[src/sv/alc_pkg.sv]
// Shared types, character codes and limits of the ASCII line calculator.
package alc_pkg;

    localparam int LINE_LIMIT = 512;
    localparam int LEN_W      = $clog2(LINE_LIMIT + 1);
    localparam int DIV_W      = 32;
    localparam int CNT_W      = $clog2(DIV_W);

    localparam logic [7:0] CH_NUL   = 8'h00;
    localparam logic [7:0] CH_TAB   = 8'h09;
    localparam logic [7:0] CH_NL    = 8'h0A;
    localparam logic [7:0] CH_VT    = 8'h0B;
    localparam logic [7:0] CH_CR    = 8'h0D;
    localparam logic [7:0] CH_SP    = 8'h20;
    localparam logic [7:0] CH_MUL   = 8'h2A;
    localparam logic [7:0] CH_PLUS  = 8'h2B;
    localparam logic [7:0] CH_MINUS = 8'h2D;
    localparam logic [7:0] CH_DIV   = 8'h2F;
    localparam logic [7:0] CH_ZERO  = 8'h30;
    localparam logic [7:0] CH_NINE  = 8'h39;

    typedef enum logic [2:0] {
        ST_OK      = 3'd0,
        ST_PARSE   = 3'd1,
        ST_MISSING = 3'd2,
        ST_DIV0    = 3'd3,
        ST_LONG    = 3'd4
    } t_status;

    typedef enum logic [2:0] {
        OP_NONE = 3'd0,
        OP_MUL  = 3'd1,
        OP_ADD  = 3'd2,
        OP_SUB  = 3'd3,
        OP_DIV  = 3'd4
    } t_op;

    typedef struct packed {
        logic byte_en;
        logic latch;
        logic exec;
        logic div_step;
        logic div_fix;
    } t_cmd;

    typedef struct packed {
        logic line_end;
        logic need_div;
        logic div_last;
    } t_sts;

endpackage

[src/sv/alc_ctrl.sv]
// Controller state machine of the ASCII line calculator.
module alc_ctrl
    import alc_pkg::*;
(
    input  logic i_clk,
    input  logic i_rst_n,
    input  logic i_valid,
    output logic o_stall,
    output logic o_valid,
    input  logic i_stall,
    input  t_sts i_sts,
    output t_cmd o_cmd
);

    typedef enum logic [4:0] {
        S_IDLE = 5'b00001,
        S_EXEC = 5'b00010,
        S_DIV  = 5'b00100,
        S_FIX  = 5'b01000,
        S_OUT  = 5'b10000
    } t_state;

    t_state r_state;
    t_state n_state;

    always_comb begin
        n_state = r_state;
        o_cmd   = '0;
        o_stall = 1'b1;
        o_valid = 1'b0;
        unique case (r_state)
            S_IDLE: begin
                o_stall = 1'b0;
                if (i_valid) begin
                    if (i_sts.line_end) begin
                        o_cmd.latch = 1'b1;
                        n_state     = S_EXEC;
                    end else begin
                        o_cmd.byte_en = 1'b1;
                    end
                end
            end
            S_EXEC: begin
                o_cmd.exec = 1'b1;
                n_state    = i_sts.need_div ? S_DIV : S_OUT;
            end
            S_DIV: begin
                o_cmd.div_step = 1'b1;
                if (i_sts.div_last) begin
                    n_state = S_FIX;
                end
            end
            S_FIX: begin
                o_cmd.div_fix = 1'b1;
                n_state       = S_OUT;
            end
            S_OUT: begin
                o_valid = 1'b1;
                if (!i_stall) begin
                    n_state = S_IDLE;
                end
            end
            default: begin
                n_state = S_IDLE;
            end
        endcase
    end

    always_ff @(posedge i_clk) begin
        if (!i_rst_n) begin
            r_state <= S_IDLE;
        end else begin
            r_state <= n_state;
        end
    end

    a_line_end_exec: assert property (@(posedge i_clk) disable iff (!i_rst_n)
        (r_state == S_IDLE && i_valid && i_sts.line_end) |=> r_state == S_EXEC)
        else $error("line end did not start evaluation");

    a_div_entry: assert property (@(posedge i_clk) disable iff (!i_rst_n)
        (o_cmd.exec && i_sts.need_div) |=> r_state == S_DIV)
        else $error("divide not started");

    a_no_accept_busy: assert property (@(posedge i_clk) disable iff (!i_rst_n)
        (o_cmd.latch || o_cmd.byte_en) |-> !o_valid)
        else $error("word accepted while result pending");

endmodule

[src/sv/alc_datapath.sv]
// Datapath of the ASCII line calculator: token parser, arithmetic and divider.
module alc_datapath
    import alc_pkg::*;
(
    input  logic        i_clk,
    input  logic        i_rst_n,
    input  logic [7:0]  i_char_in,
    input  logic        i_end_of_input,
    input  t_cmd        i_cmd,
    output t_sts        o_sts,
    output logic [31:0] o_answer,
    output logic [2:0]  o_status
);

    typedef struct packed {
        logic [31:0] acc;
        logic        neg;
        logic        stopped;
        logic        sign_ok;
    } t_num;

    function automatic t_num feed(input t_num s, input logic [7:0] c);
        t_num        r;
        logic [31:0] d;
        logic [31:0] x10;
        r   = s;
        d   = {24'd0, c - CH_ZERO};
        x10 = (s.acc << 3) + (s.acc << 1);
        if (s.stopped) begin
            r = s;
        end else if (s.sign_ok && c >= CH_VT && c <= CH_CR) begin
            r = s;
        end else if (s.sign_ok && (c == CH_PLUS || c == CH_MINUS)) begin
            r.sign_ok = 1'b0;
            r.neg     = (c == CH_MINUS);
        end else if (c >= CH_ZERO && c <= CH_NINE) begin
            r.sign_ok = 1'b0;
            r.acc     = s.neg ? x10 - d : x10 + d;
        end else begin
            r.stopped = 1'b1;
        end
        return r;
    endfunction

    // parser state
    logic [1:0]       r_tc, n_tc;
    logic             r_inside, n_inside;
    logic [31:0]      r_first, n_first;
    logic [31:0]      r_second, n_second;
    logic             r_neg, n_neg;
    logic             r_stopped, n_stopped;
    logic             r_sign_ok, n_sign_ok;
    logic [7:0]       r_op, n_op;
    logic             r_too_long, n_too_long;
    logic [LEN_W-1:0] r_len, n_len;
    logic             r_ovf, n_ovf;

    // evaluation
    logic [31:0]      r_a, r_b;
    t_status          r_status, n_status;
    t_op              r_kind, n_kind;
    logic [31:0]      r_rem, r_quo, r_den;
    logic             r_qneg;
    logic [CNT_W-1:0] r_cnt;
    logic [31:0]      r_answer;

    t_num  w_fin, w_fout;
    logic  w_feed;
    logic  w_to_first;
    logic  w_sep;
    logic [32:0] w_shift, w_diff;

    assign w_sep = (i_char_in == CH_SP) || (i_char_in == CH_TAB) || (i_char_in == CH_NUL);
    assign w_fout = feed(w_fin, i_char_in);

    always_comb begin
        n_tc       = r_tc;
        n_inside   = r_inside;
        n_first    = r_first;
        n_second   = r_second;
        n_neg      = r_neg;
        n_stopped  = r_stopped;
        n_sign_ok  = r_sign_ok;
        n_op       = r_op;
        n_too_long = r_too_long;
        n_len      = r_len;
        n_ovf      = r_ovf;
        w_feed     = 1'b0;
        w_to_first = (r_tc == 2'd1);
        w_fin      = {(w_to_first ? r_first : r_second), r_neg, r_stopped, r_sign_ok};

        if (r_len < LEN_W'(LINE_LIMIT)) begin
            n_len = r_len + LEN_W'(1);
        end
        if (n_len >= LEN_W'(LINE_LIMIT)) begin
            n_ovf = 1'b1;
        end

        if (w_sep) begin
            n_inside = 1'b0;
        end else if (!r_inside) begin
            n_inside = 1'b1;
            if (r_tc != 2'd3) begin
                n_tc      = r_tc + 2'd1;
                n_neg     = 1'b0;
                n_stopped = 1'b0;
                n_sign_ok = 1'b1;
                if (n_tc == 2'd2) begin
                    n_op = i_char_in;
                end else begin
                    w_to_first = (n_tc == 2'd1);
                    w_fin      = {(w_to_first ? r_first : r_second), 1'b0, 1'b0, 1'b1};
                    w_feed     = 1'b1;
                end
            end else begin
                n_stopped = 1'b1;
            end
        end else if (r_tc == 2'd2) begin
            n_too_long = 1'b1;
        end else begin
            w_feed = 1'b1;
        end

        if (w_feed) begin
            n_neg     = w_fout.neg;
            n_stopped = w_fout.stopped;
            n_sign_ok = w_fout.sign_ok;
            if (w_to_first) begin
                n_first = w_fout.acc;
            end else begin
                n_second = w_fout.acc;
            end
        end
    end

    always_comb begin
        n_kind   = OP_NONE;
        n_status = ST_OK;
        if (r_ovf) begin
            n_status = ST_LONG;
        end else if (r_tc != 2'd3) begin
            n_status = ST_MISSING;
        end else if (r_too_long) begin
            n_status = ST_PARSE;
        end else begin
            case (r_op)
                CH_MUL:   n_kind = OP_MUL;
                CH_PLUS:  n_kind = OP_ADD;
                CH_MINUS: n_kind = OP_SUB;
                CH_DIV: begin
                    n_kind = OP_DIV;
                    if (r_second == 32'd0) begin
                        n_status = ST_DIV0;
                    end
                end
                default:  n_status = ST_PARSE;
            endcase
        end
    end

    always_ff @(posedge i_clk) begin
        if (!i_rst_n || i_cmd.latch) begin
            r_tc       <= 2'd0;
            r_inside   <= 1'b0;
            r_first    <= 32'd0;
            r_second   <= 32'd0;
            r_neg      <= 1'b0;
            r_stopped  <= 1'b0;
            r_sign_ok  <= 1'b1;
            r_op       <= 8'd0;
            r_too_long <= 1'b0;
            r_len      <= '0;
            r_ovf      <= 1'b0;
        end else if (i_cmd.byte_en) begin
            r_tc       <= n_tc;
            r_inside   <= n_inside;
            r_first    <= n_first;
            r_second   <= n_second;
            r_neg      <= n_neg;
            r_stopped  <= n_stopped;
            r_sign_ok  <= n_sign_ok;
            r_op       <= n_op;
            r_too_long <= n_too_long;
            r_len      <= n_len;
            r_ovf      <= n_ovf;
        end
    end

    // restoring divider on magnitudes
    assign w_shift = {r_rem, r_quo[31]};
    assign w_diff  = w_shift - {1'b0, r_den};

    always_ff @(posedge i_clk) begin
        if (i_cmd.latch) begin
            r_a      <= r_first;
            r_b      <= r_second;
            r_status <= n_status;
            r_kind   <= n_kind;
        end
        if (i_cmd.exec) begin
            r_rem  <= 32'd0;
            r_quo  <= r_a[31] ? 32'd0 - r_a : r_a;
            r_den  <= r_b[31] ? 32'd0 - r_b : r_b;
            r_qneg <= r_a[31] ^ r_b[31];
            if (r_status != ST_OK) begin
                r_answer <= 32'd0;
            end else begin
                case (r_kind)
                    OP_MUL:  r_answer <= r_a * r_b;
                    OP_ADD:  r_answer <= r_a + r_b;
                    OP_SUB:  r_answer <= r_a - r_b;
                    default: r_answer <= 32'd0;
                endcase
            end
        end
        if (i_cmd.div_step) begin
            if (!w_diff[32]) begin
                r_rem <= w_diff[31:0];
                r_quo <= {r_quo[30:0], 1'b1};
            end else begin
                r_rem <= w_shift[31:0];
                r_quo <= {r_quo[30:0], 1'b0};
            end
        end
        if (i_cmd.div_fix) begin
            r_answer <= r_qneg ? 32'd0 - r_quo : r_quo;
        end
    end

    always_ff @(posedge i_clk) begin
        if (!i_rst_n || i_cmd.exec) begin
            r_cnt <= '0;
        end else if (i_cmd.div_step) begin
            r_cnt <= r_cnt + CNT_W'(1);
        end
    end

    assign o_sts.line_end = i_end_of_input || (i_char_in == CH_NL);
    assign o_sts.need_div = (r_kind == OP_DIV) && (r_status == ST_OK);
    assign o_sts.div_last = (r_cnt == CNT_W'(DIV_W - 1));
    assign o_answer       = r_answer;
    assign o_status       = r_status;

    a_latch_clears: assert property (@(posedge i_clk) disable iff (!i_rst_n)
        i_cmd.latch |=> (r_tc == 2'd0 && r_len == '0 && !r_ovf))
        else $error("parser not cleared at line end");

    a_fix_after_steps: assert property (@(posedge i_clk) disable iff (!i_rst_n)
        i_cmd.div_fix |-> ($past(i_cmd.div_step) && r_cnt == '0))
        else $error("quotient fixed before all steps");

    a_len_bound: assert property (@(posedge i_clk) disable iff (!i_rst_n)
        (r_len >= LEN_W'(LINE_LIMIT)) |-> r_ovf)
        else $error("length limit reached without overflow flag");

endmodule

[src/sv/ascii_line_calculator.sv]
// Top level of the ASCII line calculator.
// Evaluates one line "A op B" sent as ASCII words, one byte per word, ended by newline or
// i_end_of_input; A and B are atoi-style decimals wrapping mod 2^32, op is one of * / + -.
// Ordinary bytes are taken one per cycle. The answer/status word is offered after the line
// end is taken and the evaluate state (+ - * and errors) or the evaluate, divide and sign-fix
// states (divide; one quotient bit per cycle in the restoring divider) have run; new bytes are
// held off until that word is taken. Lines of LINE_LIMIT (512) or more bytes report status 4.
module ascii_line_calculator
    import alc_pkg::*;
(
    input  logic        i_clk,
    input  logic        i_rst_n,
    input  logic        i_valid,
    output logic        o_stall,
    input  logic [7:0]  i_char_in,
    input  logic        i_end_of_input,
    output logic        o_valid,
    input  logic        i_stall,
    output logic [31:0] o_answer,
    output logic [2:0]  o_status
);

    t_cmd w_cmd;
    t_sts w_sts;

    alc_ctrl u_ctrl (
        .i_clk   (i_clk),
        .i_rst_n (i_rst_n),
        .i_valid (i_valid),
        .o_stall (o_stall),
        .o_valid (o_valid),
        .i_stall (i_stall),
        .i_sts   (w_sts),
        .o_cmd   (w_cmd)
    );

    alc_datapath u_datapath (
        .i_clk          (i_clk),
        .i_rst_n        (i_rst_n),
        .i_char_in      (i_char_in),
        .i_end_of_input (i_end_of_input),
        .i_cmd          (w_cmd),
        .o_sts          (w_sts),
        .o_answer       (o_answer),
        .o_status       (o_status)
    );

endmodule
[config.mk]
export PLATFORM = sky130hd
export DESIGN_NAME = ascii_line_calculator
export DESIGN_NICKNAME = d
export VERILOG_FILES = /design/src/sv/alc_pkg.sv /design/src/sv/alc_ctrl.sv /design/src/sv/alc_datapath.sv /design/src/sv/ascii_line_calculator.sv
export SDC_FILE = /design/constraint.sdc
export NUM_CORES = 2
export LEC_CHECK = 0
export BUFFER_PORTS_ARGS = -buffer_cell sky130_fd_sc_hd__buf_4
export CAP_MARGIN = 30
export CORE_ASPECT_RATIO = 2
export CORE_MARGIN = 10
export CORE_UTILIZATION = 50
export DETAILED_ROUTE_END_ITERATION = 16
export GPL_TIMING_DRIVEN = 0
export HOLD_SLACK_MARGIN = 0.12
export PLACE_DENSITY = 0.74
export RECOVER_POWER = 50
export SLEW_MARGIN = 20
export SYNTH_ARGS = -nofsm -noshare
export SYNTH_HDL_FRONTEND = slang
export SYNTH_HIERARCHICAL = 1
export SYNTH_SLANG_ARGS = --single-unit
[constraint.sdc]
create_clock -name i_clk -period 11.9 [get_ports i_clk]
set_clock_uncertainty 0.15 [all_clocks]
set_input_delay 0 -clock i_clk [delete_from_list [all_inputs] [get_ports i_clk]]
set_output_delay 0 -clock i_clk [all_outputs]
set_load 0.05 [all_outputs]
== Yosys cells after proc, flatten, opt, wreduce, memory -nomap -nowiden ==
Index checks and enable logic that the tools add are counted.
Word-level totals
  register bits after elaboration: 299
  input port bits: 13
  output and inout port bits: 37
  logic and storage cells: 181
Cells by class
  add/sub/neg operators: 13
  multipliers: 1
  magnitude comparators: 6
  eq/ne operators: 30
  mux-type cells: 72
  bitwise gates (word level): 4
  reduce and logical (&&, ||, !) cells: 31
Operator list (number)
  $mux W32: 15
  $mux W35: 6
  $pmux W32 S3: 1
  $sub A1 B32 Y32 const A: 3
  $add A32 B32 Y32: 2
  $eq A8 B6 Y1 const B: 7
  $mux W1: 35
  $sub A33 B32 Y33: 1
  $add A32 B8 Y32: 1
  $logic_not A32 Y1: 1
  $mul A32 B32 Y32: 1
  $sub A32 B32 Y32: 1
  $sub A32 B8 Y32: 1
  $mux W31: 1
  $mux W5: 5
  $pmux W5 S5: 1
  $eq A8 B4 Y1 const B: 2
  $reduce_and A4 Y1: 4
  $pmux W3 S4: 1
  $add A10 B1 Y10 const B: 1
  $eq A5 B5 Y1 const B: 2
  $ge A10 B10 Y1 const B: 1
  $lt A10 B10 Y1 const B: 1
  $mux W10: 1
  35 further kinds: 62

== Depth between registers and ports, before layout ==
  depth in word-level cells: 15
  mapped depth: 31
  depth with buffers taken out: 29

== By module ==
Netlist, hierarchy kept.
By module, submodules not included
  alc_datapath: instances 1, cells each 4048, area each 36432.4 um^2, sequential area each 7877.6 um^2
  alc_ctrl: instances 1, cells each 39, area each 355.3 um^2, sequential area each 100.1 um^2

== Least setup slack after synthesis ==
Ideal clock, no wire load.
  path kind: register to register
  from: reg u_datapath.r_b[6]
  to: reg u_datapath.r_answer[31], in the netlist u_datapath/o_answer[31], data pin
  library setup time: 0.266 ns
  arrival: 7.404 ns
  required time: 11.484 ns
  slack: 4.080 ns
  stages on the path, launching flop included: 28
  path buffers: 2
  clock period less this slack: 7.820 ns
  cell sequence: edfxtp_1 clkbuf_1 clkbuf_1 and2_1 fa_1 fa_1 fa_1 inv_1 fa_1 inv_1 fa_1 inv_1 fa_1 inv_1 fa_1 inv_1 fa_1 inv_1 ha_1 nand2_1 or3_1 or3_1 o21a_1 o21ai_0 a221o_1 xnor2_1 a221oi_1 o21ai_1
On the way
  cells in the longest elaborated chain, start to end: 5
  elaborated cells on any way between the ends: 7
  those cells by class: add/sub (2); mul (1); mux (4)
RTL lines
  from (decl): line alc_datapath.sv:59  | logic [31:0] r_a, r_b;
  from (signal assigned): line alc_datapath.sv:196  | r_b <= r_second;
  $mul A32 B32 Y32, or another cell as far along: line alc_datapath.sv:209  | OP_MUL: r_answer <= r_a * r_b;
  $pmux W32 S3 (*): line alc_datapath.sv:208  | case (r_kind)
  $mux W32 (*): line alc_datapath.sv:205  | if (r_status != ST_OK) begin
  $mux W32 (*): line alc_datapath.sv:200  | if (i_cmd.exec) begin
  $mux W32 (*): line alc_datapath.sv:225  | if (i_cmd.div_fix) begin
  to (signal assigned): line alc_datapath.sv:209
  to (signal assigned): line alc_datapath.sv:210  | OP_ADD: r_answer <= r_a + r_b;
  to (signal assigned): line alc_datapath.sv:226  | r_answer <= r_qneg ? 32'd0 - r_quo : r_quo;
  to (decl): line alc_datapath.sv:65  | logic [31:0] r_answer;
Every way passes the cells marked *; elsewhere a longest branch is shown, timed or not. The select of a mux whose other input is x is not followed.
A chain may end at the register's enable or synchronous reset.

== Final worst setup path ==
  from: reg u_datapath.r_b[8]
  to: reg u_datapath.r_answer[29], in the netlist u_datapath/o_answer[29], data pin
The elaborated chain is that of the path after synthesis.

==> results.py <==
metrics = {
    "run_status": {
        "status": "finished with violations",
        "failed_checks": "capacitance limit, slew limit",
    },
    "routing": {
        "drc": 0,
        "routed_wire_length_per_instance_um": 25.76,
        "firstDrtPassIters": 5,
        "num_vias": 30992,
        "antenna_left": 0,
        "first_iter_violations": 2444,
        "finalWirelength_um": 132400,
        "avgViaCountPerCell": 6.027,
    },
    "power_and_ir_drop": {
        "total_power_mw": 11.69,
        "ir_drop_uv": 613.6,
        "p_leak_nw": 17.00,
        "p_per_area_nw_per_um2": 296.8,
    },
    "global_route": {
        "grt_max_degree": 44,
        "gr-total-overflow": 0,
        "grt_pass1_wl_um": 198100,
        "grt.total_usage": 0.3124,
        "antenna_found_initial": 3,
        "grt_pass1_vias": 33207,
    },
    "cells_and_area": {
        "fin_nets": 4864,
        "fill_cells": 6845,
        "syn_to_final_growth_pct": 7.068,
        "design_area_sq_um": 39390,
        "layout-drive-gt1-share": 0.03321,
        "seq_area_sq_um": 7978,
        "multiInputGateArea_sq_um": 26040,
    },
    "timing": {
        "fmax_ghz": 0.09544,
        "rsz0062_at_grt": "no",
        "final-hold-violation-count": 0,
        "post-route-period-util": 0.8804,
        "holdWs_ps": 133.8,
        "maxSlewHeadroom": -0.6179,
        "tightest_slew_ps": 2427,
        "postLayoutSetupSlackWorst_ps": 1423,
        "period_needed_ps": 10480,
        "setup_viol_count_final": 0,
        "fin_tns_setup_ps": 0,
        "report.final.slew_viol_count": 127,
    },
    "yosys": {
        "synth-edff-count": 199,
        "synth.cell_area_sq_um": 36790,
        "syn_nets": 4756,
        "synth_cells": 4087,
        "synth.distinct_cells": 89,
        "synth.avg_cell_area_sq_um": 9.001,
        "yosysTopAreaCellShare": 0.2247,
        "synth-main-ff-cell": "edfxtp_1",
        "seq_area_frac_synth": 0.2169,
        "yosys_warnings": 6,
        "synth_area_leaders": "fa_1 22%, edfxtp_1 16%, ha_1 8.3%",
        "synth_common_cells": "515 x inv_1, 452 x nand2_1, 413 x fa_1",
        "yosysTopAreaCell": "fa_1",
        "synth_most_common_cell": "inv_1",
        "synth-seq-cells": 299,
        "async_flop_share": 0,
    },
    "hold_path": {
        "hp-class": "input port to flop",
    },
    "place": {
        "gp_congestion": 1.039,
        "hpwl_um": 106700,
        "placed_cell_area_sq_um": 38450,
        "numPortBuffers": 48,
        "pre_cts_ws_ps": 1753,
    },
    "clock_network": {
        "postCtsSetupBuffers": 0,
        "path_clk_slew_ps": 70,
        "worstSkewPairLatency_ps": 610,
        "clk_path_buf_depth": 3,
        "cts-root-buf": "clkbuf_16",
        "cts_num_sinks": 299,
        "cts_made_buffers": 27,
        "cts_tree": "built",
        "htree_num_levels": 1,
    },
    "critical_path": {
        "critical_path_class": "flop to flop",
        "cp_slowest_cell": "buf_1",
        "end_kind": "flop",
        "required_ps": 12040,
        "cp-start-kind": "flop",
        "cpMostUsedCell": "fa_1",
        "slowest_delay_ps": 790,
        "path_max_fanout": 10,
        "arrival_ps": 10620,
        "regToRegSetupSlack_ps": 1420,
    },
    "die": {
        "rows": 140,
        "boundaryPins": 50,
        "die-area_sq_um": 85480,
        "die-width_um": 211.8,
        "start_util": 0.5048,
        "die-height_um": 403.6,
        "core_area_sq_um": 72870,
    },
    "flow_run": {
        "drv_cap": 4,
    },
}
==> metal layers <==
layer | global-route usage | vias up | wire, um
met5 | 0 | - | 8
met4 | 0.3551 | 2 | 18140
met3 | 0.06031 | 687 | 8067
met2 | 0.5452 | 1334 | 65890
met1 | 0.2789 | 15215 | 40330
li1 | - | 13754 | -
==> through the flow <==
stage	util	std cells
floorplan	-	4087
global placement	0.5256	5058
detailed placement	0.5276	5066
CTS	0.5428	5135
global route	0.5404	5139
finish	0.5405	5142
==> timing repair <==
action,CTS,global route
endpoints found under the hold margin,75,0
endpoints found under the setup margin,0,0
gates resized for setup,0,0
hold buffers,19,0
==> worst max-delay path, delay by kind of cell (launching register included) <==
family,cells,cell delay [ps]
DFF,1,680
AOI/OAI and AO/OA,3,1280
and+or+nand+nor,5,1250
adders and majority gates,9,4540
xor gates and xnor gates,1,390
buffers and inverters,8,1870
==> sequential cells by signal, indices dropped and copies added (netlist names), named ones only <==
signal                 cells
u_datapath/r_sign_ok       1
u_datapath/r_neg           1
u_datapath/r_ovf           1
u_ctrl/r_state             5
u_datapath/r_b            32
u_datapath/r_too_long      1
u_datapath/r_a            32
u_datapath/r_len           5
u_datapath/r_rem          32
u_datapath/r_cnt           5
u_datapath/r_kind          3
u_datapath/r_den          32
u_datapath/r_quo          32
u_datapath/r_second       32
u_datapath/r_inside        1
u_datapath/r_first        32
u_datapath/o_answer       32
u_datapath/r_op            8
u_datapath/r_tc            2
u_datapath/o_status        3
u_datapath/r_stopped       1
u_datapath/r_qneg          1
==> worst paths after layout <==
kind / startpoint / end / depth (start not counted)
hold reg to reg: u_datapath/r_first[25] / u_datapath/r_a[25] / 0
setup reg to reg: u_datapath/r_b[8] / u_datapath/o_answer[29] / 26
hold / removal: i_char_in[1] / u_datapath/r_op[1] / 4
setup / recovery: u_datapath/r_b[8] / u_datapath/o_answer[29] / 26
==> power breakdown <==
group / switching, mW / total (mW) / leakage [nW] / internal (mW)
sequential: 0.0402 / 1.18 / 2.63 / 1.14
clock: 0.424 / 0.916 / 0.465 / 0.492
combinational: 6.41 / 9.60 / 13.9 / 3.19
total: 6.87 / 11.7 / 17.0 / 4.82
==> area by class of cell <==
class | instances | area share
multi-input combinational | 3059 | 0.6611
sequential | 299 | 0.2025
inverter | 516 | 0.04917
tap | 923 | 0.02932
buffer | 213 | 0.02122
clock buffer | 31 | 0.01858
timing repair buffer | 79 | 0.01321
clock inverter | 19 | 0.004606
antenna | 3 | 0.0001906
==> layout by cell type (no fill, tap or decap), types with 11 or more instances in the layout <==
cell type      instances
and2_1               330
or2_2                 11
a211oi_1              48
clkbuf_16             28
nand4_1               14
or4_1                 15
dfxtp_1              100
xor2_1               126
nor4_1                31
o21ai_0              170
a21o_1                56
mux2_2                33
a32oi_1               11
edfxtp_1             199
clkbuf_1             233
or3_1                 46
a31oi_1               22
o31ai_1               33
nor2_1               216
nand2_1              452
a21oi_1              147
o41ai_1               17
o21a_1                24
fa_1                 413
o211ai_1              15
and3_1                16
ha_1                 243
nor2b_1               27
nand2b_1              33
nand3_1               48
nor3_1                39
o22ai_1               21
a22oi_1               20
xnor2_1              182
dlygate4sd3_1         19
mux2i_1               55
buf_1                 13
o21bai_1              11
inv_1                517
==> logic make-up after synthesis <==
group,Yosys count,synth area share
AND/OR/NAND/NOR,1324,0.1809
buffers and inverters,729,0.07544
AO/OA/AOI/OAI,682,0.1205
adder cells (fa/ha/maj),656,0.3074
XOR/XNOR,309,0.07377
flip-flops,299,0.2169
multiplexers,88,0.02507
Power figures use the tool's default switching activity.
